===== config.mk =====
export PLATFORM = sky130hd
export DESIGN_NAME = unique_value_fifo
export DESIGN_NICKNAME = d
export VERILOG_FILES = /design/src/hdl/uvf_pkg.sv /design/src/hdl/uvf_ctrl.sv /design/src/hdl/uvf_dpath.sv /design/src/hdl/unique_value_fifo.sv
export SDC_FILE = /design/constraint.sdc
export NUM_CORES = 1
export LEC_CHECK = 0
export BUFFER_PORTS_ARGS = -buffer_cell sky130_fd_sc_hd__buf_2
export CORE_AREA = 10 10 322 324
export DETAILED_ROUTE_END_ITERATION = 6
export DIE_AREA = 0 0 332 334
export PLACE_DENSITY_LB_ADDON = 0.15
export SYNTH_ARGS = -nofsm -noshare
export SYNTH_HDL_FRONTEND = slang
export SYNTH_SLANG_ARGS = --single-unit
export TNS_END_PERCENT = 30

===== constraint.sdc =====
create_clock -name aclk -period 4.75 [get_ports aclk]
set_input_delay 0.475 -clock aclk [delete_from_list [all_inputs] [get_ports aclk]]
set_output_delay 0.475 -clock aclk [all_outputs]
set_load 0.005 [all_outputs]

===== src/hdl/uvf_pkg.sv =====
`timescale 1ns / 1ps
// ----------------------------------------------------------------------------
// uvf_pkg
// Shared types and constants for the duplicate-rejecting FIFO.
// ----------------------------------------------------------------------------
package uvf_pkg;

    localparam int DEPTH_DEFAULT = 16;
    localparam int VALUE_W       = 32;
    localparam int ENTRY_W       = 31;

    // request kinds carried on s_tuser
    localparam logic OP_INSERT = 1'b0;
    localparam logic OP_REMOVE = 1'b1;

    typedef enum logic [2:0] {
        STAT_OK        = 3'd0,
        STAT_NEGATIVE  = 3'd1,
        STAT_DUPLICATE = 3'd2,
        STAT_FULL      = 3'd3,
        STAT_EMPTY     = 3'd4
    } status_t;

    // controller -> datapath
    typedef struct packed {
        logic load;     // latch a new request, rewind the scan
        logic scan;     // step the scan over stored entries
        logic commit;   // update queue state and load the output register
    } cmd_t;

    // datapath -> controller
    typedef struct packed {
        logic scan_done;
        logic out_free;
    } sts_t;

endpackage


===== src/hdl/uvf_ctrl.sv =====
`timescale 1ns / 1ps
// ----------------------------------------------------------------------------
// uvf_ctrl
// Sequencer: accept a request, run the entry scan, commit the result.
// ----------------------------------------------------------------------------
module uvf_ctrl (
    input  logic          aclk,
    input  logic          aresetn,
    input  logic          s_tvalid,
    output logic          s_tready,
    input  uvf_pkg::sts_t sts,
    output uvf_pkg::cmd_t cmd
);
    import uvf_pkg::*;

    typedef enum logic [2:0] {
        S_IDLE   = 3'b001,
        S_SCAN   = 3'b010,
        S_COMMIT = 3'b100
    } state_t;

    state_t state_reg, state_next;

    always_ff @(posedge aclk) begin
        if (!aresetn) begin
            state_reg <= S_IDLE;
        end else begin
            state_reg <= state_next;
        end
    end

    assign s_tready = (state_reg == S_IDLE) && aresetn;

    always_comb begin
        state_next = state_reg;
        cmd        = '0;
        unique case (state_reg)
            S_IDLE: begin
                if (s_tvalid) begin
                    cmd.load   = 1'b1;
                    state_next = S_SCAN;
                end
            end
            S_SCAN: begin
                cmd.scan = 1'b1;
                if (sts.scan_done) begin
                    state_next = S_COMMIT;
                end
            end
            S_COMMIT: begin
                // hold until the output register can take the result
                if (sts.out_free) begin
                    cmd.commit = 1'b1;
                    state_next = S_IDLE;
                end
            end
            default: begin
                state_next = S_IDLE;
            end
        endcase
    end

endmodule


===== src/hdl/uvf_dpath.sv =====
`timescale 1ns / 1ps
// ----------------------------------------------------------------------------
// uvf_dpath
// Entry memory, ring pointers, duplicate scan and output register.
// ----------------------------------------------------------------------------
module uvf_dpath #(
    parameter int DEPTH = uvf_pkg::DEPTH_DEFAULT
) (
    input  logic                         aclk,
    input  logic                         aresetn,
    input  uvf_pkg::cmd_t                cmd,
    output uvf_pkg::sts_t                sts,
    input  logic                         in_op,
    input  logic [uvf_pkg::VALUE_W-1:0]  in_value,
    output logic                         out_valid,
    input  logic                         out_ready,
    output uvf_pkg::status_t             out_status,
    output logic [uvf_pkg::ENTRY_W-1:0]  out_value
);
    import uvf_pkg::*;

    localparam int AW = (DEPTH > 1) ? $clog2(DEPTH) : 1;
    localparam int CW = $clog2(DEPTH + 1);
    localparam logic [AW-1:0] LAST_SLOT = AW'(DEPTH - 1);
    localparam logic [CW-1:0] FULL_CNT  = CW'(DEPTH);

    logic [ENTRY_W-1:0] mem [DEPTH];

    logic [AW-1:0]      head_reg, head_next;
    logic [AW-1:0]      tail_reg, tail_next;
    logic [CW-1:0]      occ_reg, occ_next;
    logic [AW-1:0]      scan_ptr_reg;
    logic [CW-1:0]      scan_cnt_reg;
    logic [CW-1:0]      limit_reg;
    logic               rd_vld_reg;
    logic [ENTRY_W-1:0] rd_data_reg;
    logic               match_reg;
    logic               op_reg;
    logic [VALUE_W-1:0] value_reg;
    logic               out_vld_reg;
    status_t            out_status_reg, status_next;
    logic [ENTRY_W-1:0] out_value_reg, result_next;
    logic               issue;
    logic               do_write;
    logic               do_pop;
    logic [CW-1:0]      limit_next;

    function automatic logic [AW-1:0] bump(input logic [AW-1:0] p);
        return (p == LAST_SLOT) ? '0 : p + AW'(1);
    endfunction

    // how many entries the scan reads for the incoming request
    always_comb begin
        if (in_op == OP_REMOVE) begin
            limit_next = (occ_reg != '0) ? CW'(1) : '0;
        end else if (in_value[VALUE_W-1]) begin
            limit_next = '0;
        end else begin
            limit_next = occ_reg;
        end
    end

    assign issue         = cmd.scan && (scan_cnt_reg != limit_reg);
    assign sts.scan_done = (scan_cnt_reg == limit_reg) && !rd_vld_reg;
    assign sts.out_free  = !out_vld_reg || out_ready;

    // request registers and scan bookkeeping
    always_ff @(posedge aclk) begin
        if (cmd.load) begin
            op_reg       <= in_op;
            value_reg    <= in_value;
            limit_reg    <= limit_next;
            scan_ptr_reg <= head_reg;
            scan_cnt_reg <= '0;
            match_reg    <= 1'b0;
        end else begin
            if (issue) begin
                scan_ptr_reg <= bump(scan_ptr_reg);
                scan_cnt_reg <= scan_cnt_reg + CW'(1);
            end
            if (rd_vld_reg && (rd_data_reg == value_reg[ENTRY_W-1:0])) begin
                match_reg <= 1'b1;
            end
        end
    end

    always_ff @(posedge aclk) begin
        if (!aresetn) begin
            rd_vld_reg <= 1'b0;
        end else begin
            rd_vld_reg <= issue;
        end
    end

    // entry memory: one write port at the tail, one registered read port
    always_ff @(posedge aclk) begin
        if (do_write) begin
            mem[tail_reg] <= value_reg[ENTRY_W-1:0];
        end
        if (issue) begin
            rd_data_reg <= mem[scan_ptr_reg];
        end
    end

    // decide the outcome
    always_comb begin
        status_next = STAT_OK;
        result_next = '0;
        do_write    = 1'b0;
        do_pop      = 1'b0;
        if (op_reg == OP_REMOVE) begin
            if (occ_reg == '0) begin
                status_next = STAT_EMPTY;
            end else begin
                result_next = rd_data_reg;
                do_pop      = cmd.commit;
            end
        end else if (value_reg[VALUE_W-1]) begin
            status_next = STAT_NEGATIVE;
        end else if (match_reg) begin
            status_next = STAT_DUPLICATE;
        end else if (occ_reg == FULL_CNT) begin
            status_next = STAT_FULL;
        end else begin
            result_next = value_reg[ENTRY_W-1:0];
            do_write    = cmd.commit;
        end
    end

    always_comb begin
        head_next = head_reg;
        tail_next = tail_reg;
        occ_next  = occ_reg;
        if (do_write) begin
            tail_next = bump(tail_reg);
            occ_next  = occ_reg + CW'(1);
        end else if (do_pop) begin
            head_next = bump(head_reg);
            occ_next  = occ_reg - CW'(1);
        end
    end

    always_ff @(posedge aclk) begin
        if (!aresetn) begin
            head_reg    <= '0;
            tail_reg    <= '0;
            occ_reg     <= '0;
            out_vld_reg <= 1'b0;
        end else begin
            head_reg <= head_next;
            tail_reg <= tail_next;
            occ_reg  <= occ_next;
            if (cmd.commit) begin
                out_vld_reg <= 1'b1;
            end else if (out_ready) begin
                out_vld_reg <= 1'b0;
            end
        end
    end

    always_ff @(posedge aclk) begin
        if (cmd.commit) begin
            out_status_reg <= status_next;
            out_value_reg  <= result_next;
        end
    end

    assign out_valid  = out_vld_reg;
    assign out_status = out_status_reg;
    assign out_value  = out_value_reg;

endmodule


===== src/hdl/unique_value_fifo.sv =====
`timescale 1ns / 1ps
// ----------------------------------------------------------------------------
// unique_value_fifo
// FIFO of non-negative 31-bit values that holds each value at most once.
// ----------------------------------------------------------------------------
//
//  channel   direction  payload
//  --------  ---------  -------------------------------------------------
//  s_*       in         tuser: op (0 insert, 1 remove); tdata: value
//  m_*       out        tuser: status; tdata: result_value, zero-padded
//
//  One request is handled at a time: the next is accepted after the last
//  commits. A rejected negative insert, a remove from an empty queue or an
//  insert into an empty queue reads no entry; a remove from a non-empty
//  queue reads the head entry; an insert reads every held entry once
//  through the single registered read port of the entry memory.
//  Reset: aresetn low empties the queue (pointers and count cleared) and
//  holds s_tready low; the entry memory itself is not cleared.
//  Stalls: a finished result waits in the output register while the next
//  request is accepted; the commit step holds until that register drains.
//
module unique_value_fifo #(
    parameter int DEPTH = uvf_pkg::DEPTH_DEFAULT
) (
    input  logic        aclk,
    input  logic        aresetn,
    // request channel
    input  logic        s_tvalid,
    output logic        s_tready,
    input  logic [31:0] s_tdata,   // [31:0] value (signed)
    input  logic        s_tuser,   // [0] op
    // result channel
    output logic        m_tvalid,
    input  logic        m_tready,
    output logic [31:0] m_tdata,   // [30:0] result_value, [31] zero
    output logic [2:0]  m_tuser    // [2:0] status
);
    import uvf_pkg::*;

    cmd_t               cmd;
    sts_t               sts;
    status_t            out_status;
    logic [ENTRY_W-1:0] out_value;

    // sequencer: idle -> scan -> commit
    uvf_ctrl u_ctrl (
        .aclk     (aclk),
        .aresetn  (aresetn),
        .s_tvalid (s_tvalid),
        .s_tready (s_tready),
        .sts      (sts),
        .cmd      (cmd)
    );

    // entries, ring pointers, duplicate compare, output register
    uvf_dpath #(
        .DEPTH (DEPTH)
    ) u_dpath (
        .aclk       (aclk),
        .aresetn    (aresetn),
        .cmd        (cmd),
        .sts        (sts),
        .in_op      (s_tuser),
        .in_value   (s_tdata),
        .out_valid  (m_tvalid),
        .out_ready  (m_tready),
        .out_status (out_status),
        .out_value  (out_value)
    );

    // pad the 31-bit result up to a whole-byte data bus
    assign m_tdata = {1'b0, out_value};
    assign m_tuser = out_status;

endmodule

==> impl_metrics.sql, run 1 <==
INSERT INTO impl_metrics (metric_group, metric, value, unit) VALUES
('outcome', 'outcome', 'completed', ''),
('place', 'dp_hpwl', '36900', 'µm'),
('route', 'detail_route.first_pass.iterations', '5', ''),
('final_layout', 'leading_cell_type_in_the_layout_fill_and_taps_excluded', 'sky130_fd_sc_hd__edfxtp_1', ''),
('final_layout', 'fraction_of_final_layout_cells_with_drive_strength_greater_than_1', '0.308', ''),
('route', 'via_per_inst', '4.36', ''),
('floorplan', 'boundaryPins', '74', ''),
('final_layout', 'layout.nets', '1282', ''),
('clocking', 'cts_hold_buf', '11', ''),
('pwr', 'vdd_drop_max', '0.271', 'mV'),
('critical_path', 'worstSetupEndpointType', 'flop', ''),
('clocking', 'postCtsResizedCells', '0', ''),
('route', 'drt-met1-wl', '28500', 'µm'),
('global_route', 'grt_use_total', '0.111', ''),
('clocking', 'clock_tree_from_tritoncts', 'yes', ''),
('critical_path', 'crit_fanout', '34', ''),
('floorplan', 'floorplan.rows', '115', ''),
('final_layout', 'commonest_cells_after_routing_fill_and_taps_aside', 'sky130_fd_sc_hd__edfxtp_1 (603), sky130_fd_sc_hd__mux4_2 (155), sky130_fd_sc_hd__clkbuf_16 (73)', ''),
('route', 'topRoutingLayerUsed', 'met4', ''),
('floorplan', 'core_box_area', '0.0976', 'mm²'),
('sta', 'worstMarginPinSlew', '1010', 'ps'),
('clocking', 'clockBufferDepth', '3', ''),
('min_path', 'hold_path_depth', '1', ''),
('critical_path', 'worst-setup-path-type', 'flop to flop', ''),
('sta', 'timing.fmax', '286', 'MHz'),
('final_layout', 'synthToLayoutAreaGrowth', '19.2', '%'),
('clocking', 'post-cts-setup-buffers', '0', ''),
('sta', 'finalWorstPathRequiredPeriod', '3490', 'ps'),
('clocking', 'cts_max_level', '3', ''),
('route', 'detail_route.drc_violations', '0', ''),
('global_route', 'overflow', '0', ''),
('route', 'drt_first_iter_violations', '805', ''),
('critical_path', 'cp-start-kind', 'flop', ''),
('route', 'num_vias', '11201', ''),
('floorplan', 'die_area', '0.111', 'mm²'),
('yosys', 'post-synth-top-area-fraction', '0.754', ''),
('critical_path', 'worst_ep_required_time', '5010', 'ps'),
('floorplan', 'chipWidth', '332', 'µm'),
('clocking', 'clkTransAtPathRegs', '60', 'ps'),
('route', 'dr_wl_met2', '30400', 'µm'),
('yosys', 'synth_fp_nets', '1127', ''),
('yosys', 'ys_warn_count', '0', ''),
('final_layout', 'largest_register_ffs', '496', ''),
('place', 'place.gp.congestion', '0.700', ''),
('min_path', 'min_from', 's_tdata[27]', ''),
('min_path', 'worstHoldPathType', 'input pin to flop', ''),
('route', 'met3_length', '2200', 'µm'),
('sta', 'final-max-slew-violation-count', '0', ''),
('sta', 'setup_tns', '0', 'ps'),
('yosys', 'synth_largest_area_cell', 'sky130_fd_sc_hd__edfxtp_1', ''),
('yosys', 'synth-seq-cells', '627', ''),
('critical_path', 'ff_to_ff_start', 'u_dpath.occ_reg[2]$_SDFFE_PN0P_', ''),
('sta', 'setup_viol_count_final', '0', ''),
('floorplan', 'die-height', '334', 'µm'),
('yosys', 'synth_enable_flop_cells', '603', ''),
('route', 'ant_nets', '0', ''),
('job', 'maxCapViolations', '0', ''),
('critical_path', 'cp_arrival', '3750', 'ps'),
('yosys', 'number_of_library_cell_types_mapped_by_synthesis', '56', ''),
('final_layout', 'final_util', '0.294', ''),
('yosys', 'postSynth.asyncResetShare', '0', ''),
('sta', 'worst_clock_skew', '34.1', 'ps'),
('sta', 'fin_crit_sh', '0.735', ''),
('clocking', 'worstSkewPairLatency', '620', 'ps'),
('pwr', 'power_leakage', '8.87', 'nW'),
('critical_path', 'timing.rr.end', 'u_dpath.mem[7][18]$_DFFE_PP_', ''),
('pwr', 'power_per_cell_area', '433', 'mW/mm²'),
('sta', 'relSlewSlack', '0.327', ''),
('yosys', 'synth_area_leaders', 'sky130_fd_sc_hd__edfxtp_1 (75%), sky130_fd_sc_hd__mux4_2 (15%), sky130_fd_sc_hd__dfxtp_1 (2.0%)', ''),
('min_path', 'min_delay_endpoint', 'u_dpath.value_reg[27]$_DFFE_PP_', ''),
('clocking', 'clockRootBuffer', 'sky130_fd_sc_hd__clkbuf_16', '');
-- synth_stat cells, types with 2 or more instances --
master / instances
sky130_fd_sc_hd__ha_1: 11
sky130_fd_sc_hd__edfxtp_1: 603
sky130_fd_sc_hd__mux2i_1: 4
sky130_fd_sc_hd__nand3_1: 12
sky130_fd_sc_hd__nor3_1: 9
sky130_fd_sc_hd__nor2_1: 24
sky130_fd_sc_hd__a22o_1: 31
sky130_fd_sc_hd__nor3b_1: 2
sky130_fd_sc_hd__xnor2_1: 30
sky130_fd_sc_hd__mux4_2: 155
sky130_fd_sc_hd__nand2_1: 22
sky130_fd_sc_hd__and4_1: 2
sky130_fd_sc_hd__dfxtp_1: 24
sky130_fd_sc_hd__buf_6: 5
sky130_fd_sc_hd__a21oi_1: 15
sky130_fd_sc_hd__xor2_1: 11
sky130_fd_sc_hd__nand2b_1: 5
sky130_fd_sc_hd__inv_1: 11
sky130_fd_sc_hd__buf_2: 12
sky130_fd_sc_hd__o31ai_1: 5
sky130_fd_sc_hd__and2_1: 5
sky130_fd_sc_hd__clkbuf_1: 25
sky130_fd_sc_hd__o21ai_0: 6
sky130_fd_sc_hd__buf_1: 6
sky130_fd_sc_hd__nand4_1: 8
sky130_fd_sc_hd__nor2b_1: 3
sky130_fd_sc_hd__or3_1: 2
sky130_fd_sc_hd__o22ai_1: 2
-- layer usage --
| metal | track usage | vias up |
|---|---|---|
| met3 | 0.0212 | 92 |
| met5 | 0 | - |
| met1 | 0.149 | 6051 |
| li1 | - | 4840 |
| met4 | 0.0329 | 0 |
| met2 | 0.181 | 218 |
-- where the power goes --
group          internal (mW)  leakage [nW]  total, mW  switching, mW
Clock                   3.05          1.08       5.30           2.25
Sequential              6.15          5.64       6.23         0.0808
Combinational          0.422          2.15      0.873          0.451
-- worst max-delay path, cell delays in order, from the launching register on --
cell and delay, ps:
sky130_fd_sc_hd__dfxtp_1 480, sky130_fd_sc_hd__nor4_4 120, sky130_fd_sc_hd__a2111oi_4 400, sky130_fd_sc_hd__buf_4 510, sky130_fd_sc_hd__nand3_1 460, sky130_fd_sc_hd__nor2_4 650
sky130_fd_sc_hd__buf_4 490
-- how the worst max path moves through the flow --
stage | startpoint | to | slack, ps
after global routing | u_dpath.occ_reg[2]$_SDFFE_PN0P_ | u_dpath.mem[7][18]$_DFFE_PP_ | 1060
final | u_dpath.occ_reg[2]$_SDFFE_PN0P_ | u_dpath.mem[7][18]$_DFFE_PP_ | 1260
after global placement | u_dpath.occ_reg[2]$_SDFFE_PN0P_ | u_dpath.mem[7][16]$_DFFE_PP_ | 1300
after floorplan | u_ctrl.state_reg[0]$_SDFFE_PN1P_ | u_dpath.mem[2][0]$_DFFE_PP_ | -410
after detailed placement | u_dpath.occ_reg[2]$_SDFFE_PN0P_ | u_dpath.mem[7][14]$_DFFE_PP_ | 1180
after CTS | u_dpath.occ_reg[2]$_SDFFE_PN0P_ | u_dpath.mem[7][14]$_DFFE_PP_ | 1170
-- per-stage QoR --
stage / area, µm² / std cells / worst slack [ps] / hold WS (ps) / total power, mW
after floorplan: 24000 / 1078 / -413 / 448 / 6.92
after global placement: 26300 / 2434 / 1300 / 485 / 7.26
after detailed placement: 26300 / 2434 / 1180 / 494 / 7.26
after CTS: 28600 / 2568 / 1170 / 0.421 / 12.6
after global routing: 28600 / 2568 / 1060 / 11.3 / 12.9
final: 28600 / 2568 / 1260 / 42.2 / 12.4
-- logic make-up (layout without fill, tap and decap cells) --
logic type,count (synthesis),after routing,synth area share
AO/OA/AOI/OAI,75,75,0.0242
XOR/XNOR,41,41,0.0149
adder cells (fa/ha/maj),12,12,0.00656
buffers and inverters,61,264,0.0119
flip-flops,627,627,0.774
multiplexers,159,159,0.147
other,1,1,0.000156
AND/OR/NAND/NOR,102,102,0.0218
-- layout make-up --
class / instances / area, µm²
clock buffer: 87 / 1880
clock inverter: 36 / 348
fill: 9570 / 68900
inverter: 12 / 46.3
multi-input combinational: 390 / 5300
sequential: 627 / 18600
tap: 1287 / 1610
timing repair buffer: 129 / 866
Power figures use the tool's default switching activity.
==> run 2, diff against run 1 <==
==> constraint.sdc (replaced) <==
create_clock -name aclk -period 3.3 [get_ports aclk]
set_input_delay 0.33 -clock aclk [delete_from_list [all_inputs] [get_ports aclk]]
set_output_delay 0.33 -clock aclk [all_outputs]
set_load 0.005 [all_outputs]
==> run 2 against run 1 <==
  * Non-clock buffer count rose by 38
  * Critical endpoint is now u_dpath.mem[0][19]$_DFFE_PP_
  * Critical path type unchanged
  * Register-to-register slack got worse by 730 ps
  * Core utilization rose by 0.50 points
==> impl_metrics.sql, run 2 (same netlist as run 1, synthesis figures left out) <==
INSERT INTO impl_metrics (metric_group, metric, value, unit) VALUES
('critical_path', 'worst-setup-path-type', 'flop to flop', ''),
('min_path', 'worstHoldPathType', 'input pin to flop', ''),
('final_layout', 'leading_cell_type_in_the_layout_fill_and_taps_excluded', 'sky130_fd_sc_hd__edfxtp_1', ''),
('pwr', 'net_switching_power', '3.96', 'mW'),
('route', 'detail_route.drc_violations', '0', ''),
('floorplan', 'die-height', '334', 'µm'),
('critical_path', 'crit_fanout', '25', ''),
('place', 'dp_hpwl', '37100', 'µm'),
('clocking', 'cts_max_level', '3', ''),
('route', 'route.detailed.wl_per_inst', '24.2', 'µm'),
('critical_path', 'worstSetupEndpointType', 'flop', ''),
('floorplan', 'initial_core_util', '0.246', ''),
('clocking', 'clock_tree_from_tritoncts', 'yes', ''),
('route', 'num_vias', '11385', ''),
('sta', 'report.final.hold_viol_count', '0', ''),
('place', 'io_buffers', '72', ''),
('clocking', 'cts_buffers', '73', ''),
('route', 'detail_route.first_pass.iterations', '5', ''),
('route', 'drt-met1-wl', '28400', 'µm'),
('sta', 'rsz0062_at_grt', 'false', ''),
('route', 'dr_wl_met2', '31300', 'µm'),
('route', 'via_per_inst', '4.36', ''),
('floorplan', 'die_area', '0.111', 'mm²'),
('global_route', 'grt_pass1_vias', '12291', ''),
('sta', 'setup_viol_count_final', '0', ''),
('final_layout', 'layout.nets', '1320', ''),
('global_route', 'overflow', '0', ''),
('floorplan', 'floorplan.rows', '115', ''),
('pwr', 'power.clock.fraction', '0.425', ''),
('floorplan', 'chipWidth', '332', 'µm'),
('pwr', 'power_per_cell_area', '614', 'mW/mm²'),
('sta', 'worstMarginPinSlew', '758', 'ps'),
('route', 'met3_length', '2240', 'µm'),
('final_layout', 'synthToLayoutAreaGrowth', '21.2', '%'),
('pwr', 'power_frac_seq', '0.501', ''),
('global_route', 'grt_max_degree', '75', ''),
('sta', 'worst_clock_skew', '29.2', 'ps'),
('clocking', 'clockBufferDepth', '3', ''),
('clocking', 'clockRootBuffer', 'sky130_fd_sc_hd__clkbuf_16', ''),
('global_route', 'grt_first_pass_wirelength', '91200', 'µm'),
('floorplan', 'core_box_area', '0.0976', 'mm²'),
('clocking', 'post-cts-setup-buffers', '0', ''),
('final_layout', 'largest_register_ffs', '496', ''),
('floorplan', 'boundaryPins', '74', ''),
('route', 'drt_first_iter_violations', '925', ''),
('place', 'place.gp.congestion', '0.710', ''),
('outcome', 'outcome', 'completed', ''),
('pwr', 'internal_power', '13.9', 'mW'),
('final_layout', 'final_util', '0.299', ''),
('global_route', 'grt_use_total', '0.112', ''),
('route', 'ant_nets', '0', ''),
('pwr', 'power.share.combinational', '0.074', ''),
('sta', 'final-max-slew-violation-count', '0', ''),
('global_route', 'antenna_found_initial', '2', ''),
('pwr', 'switching_share', '0.221', ''),
('critical_path', 'cp_arrival', '3040', 'ps'),
('clocking', 'clock_sink_count', '627', ''),
('final_layout', 'commonest_cells_after_routing_fill_and_taps_aside', 'sky130_fd_sc_hd__edfxtp_1 (603), sky130_fd_sc_hd__mux4_2 (155), sky130_fd_sc_hd__clkbuf_16 (74)', ''),
('clocking', 'postCtsResizedCells', '0', ''),
('sta', 'relSlewSlack', '0.491', ''),
('clocking', 'cts_hold_buf', '34', ''),
('route', 'totalWireLength', '63200', 'µm'),
('sta', 'timing.fmax', '362', 'MHz'),
('sta', 'fin_crit_sh', '0.838', ''),
('route', 'topRoutingLayerUsed', 'met4', ''),
('pwr', 'power_leakage', '9.07', 'nW'),
('critical_path', 'worst_ep_required_time', '3580', 'ps'),
('pwr', 'vdd_drop_max', '0.308', 'mV'),
('critical_path', 'cp-start-kind', 'flop', ''),
('final_layout', 'fraction_of_final_layout_cells_with_drive_strength_greater_than_1', '0.312', ''),
('sta', 'setup_tns', '0', 'ps'),
('sta', 'finalWorstPathRequiredPeriod', '2770', 'ps'),
('clocking', 'clkTransAtPathRegs', '60', 'ps'),
('job', 'maxCapViolations', '0', ''),
('clocking', 'worstSkewPairLatency', '620', 'ps');
[run 2: cell count changes in the layout (fill, tap and decap cells not counted), moves of 2 or more]
cell / change
sky130_fd_sc_hd__clkbuf_1: +3
sky130_fd_sc_hd__inv_6: +3
sky130_fd_sc_hd__dlygate4sd3_1: +23
sky130_fd_sc_hd__clkinv_1: -4
sky130_fd_sc_hd__clkinv_4: -2
sky130_fd_sc_hd__clkinv_16: -2
sky130_fd_sc_hd__buf_4: +2
sky130_fd_sc_hd__nor3_4: +2
sky130_fd_sc_hd__nor3_2: -2
sky130_fd_sc_hd__clkinv_2: +4
sky130_fd_sc_hd__buf_12: +13
[run 2: metal layers]
metal | vias to the layer above | global-route usage
met1 | 6154 | 0.148
met2 | 217 | 0.188
li1 | 4923 | -
met3 | 91 | 0.0204
met4 | 0 | 0.0301
met5 | - | 0
[run 2: path summary, 6_finish.rpt]
| path | startpoint | to | slack, ps | cells after the start |
|---|---|---|---|---|
| setup / recovery | u_dpath.occ_reg[2]$_SDFFE_PN0P_ | u_dpath.mem[0][19]$_DFFE_PP_ | 530 | 7 |
| hold / removal | m_tready | u_dpath.out_valid$_SDFFE_PN0P_ | 150 | 3 |
| setup reg to reg | u_dpath.occ_reg[2]$_SDFFE_PN0P_ | u_dpath.mem[0][19]$_DFFE_PP_ | 530 | 7 |
| hold reg to reg | u_dpath.scan_cnt_reg[4]$_SDFFE_PP0P_ | u_dpath.scan_cnt_reg[4]$_SDFFE_PP0P_ | 490 | 1 |
[run 2: stage by stage]
step                      std cells  hold slack [ps]  setup WS (ps)  cell area [µm²]  total power, mW
after floorplan                1078              392           91.8            24100             9.96
after global placement         2449              471            579            26600             10.4
after detailed placement       2449              485            500            26600             10.5
after CTS                      2608              104            466            29100             18.2
after global routing           2608              140            352            29100             18.6
final                          2609              149            534            29100             17.9
[run 2: area by class of cell]
| class | count | area, µm² |
|---|---|---|
| flip-flops and latches | 627 | 18600 |
| well taps | 1287 | 1610 |
| repair buffers | 167 | 1370 |
| inverters | 12 | 45.0 |
| clock inverters | 34 | 283 |
| clock buffers | 91 | 1920 |
| diodes | 1 | 2.50 |
| fillers | 9528 | 68400 |
| multi-input cells | 390 | 5310 |
[run 2: power groups by stage]
stage	Combinational, mW	Clock (mW)	Sequential, mW
floorplan	0.850	0	9.11
CTS	1.38	7.86	8.95
detailed placement	1.34	0	9.11
global placement	1.34	0	9.11
finish	1.33	7.59	8.95
global route	1.44	8.16	8.95
[run 2: worst max-delay path, stage by stage, from the launching register on]
cell and delay, ps:
sky130_fd_sc_hd__dfxtp_1 450, sky130_fd_sc_hd__nor4_4 120, sky130_fd_sc_hd__a2111oi_4 420, sky130_fd_sc_hd__nand2_2 210, sky130_fd_sc_hd__inv_2 170, sky130_fd_sc_hd__nand2_1 240, sky130_fd_sc_hd__nor3_4 480, sky130_fd_sc_hd__buf_12 310
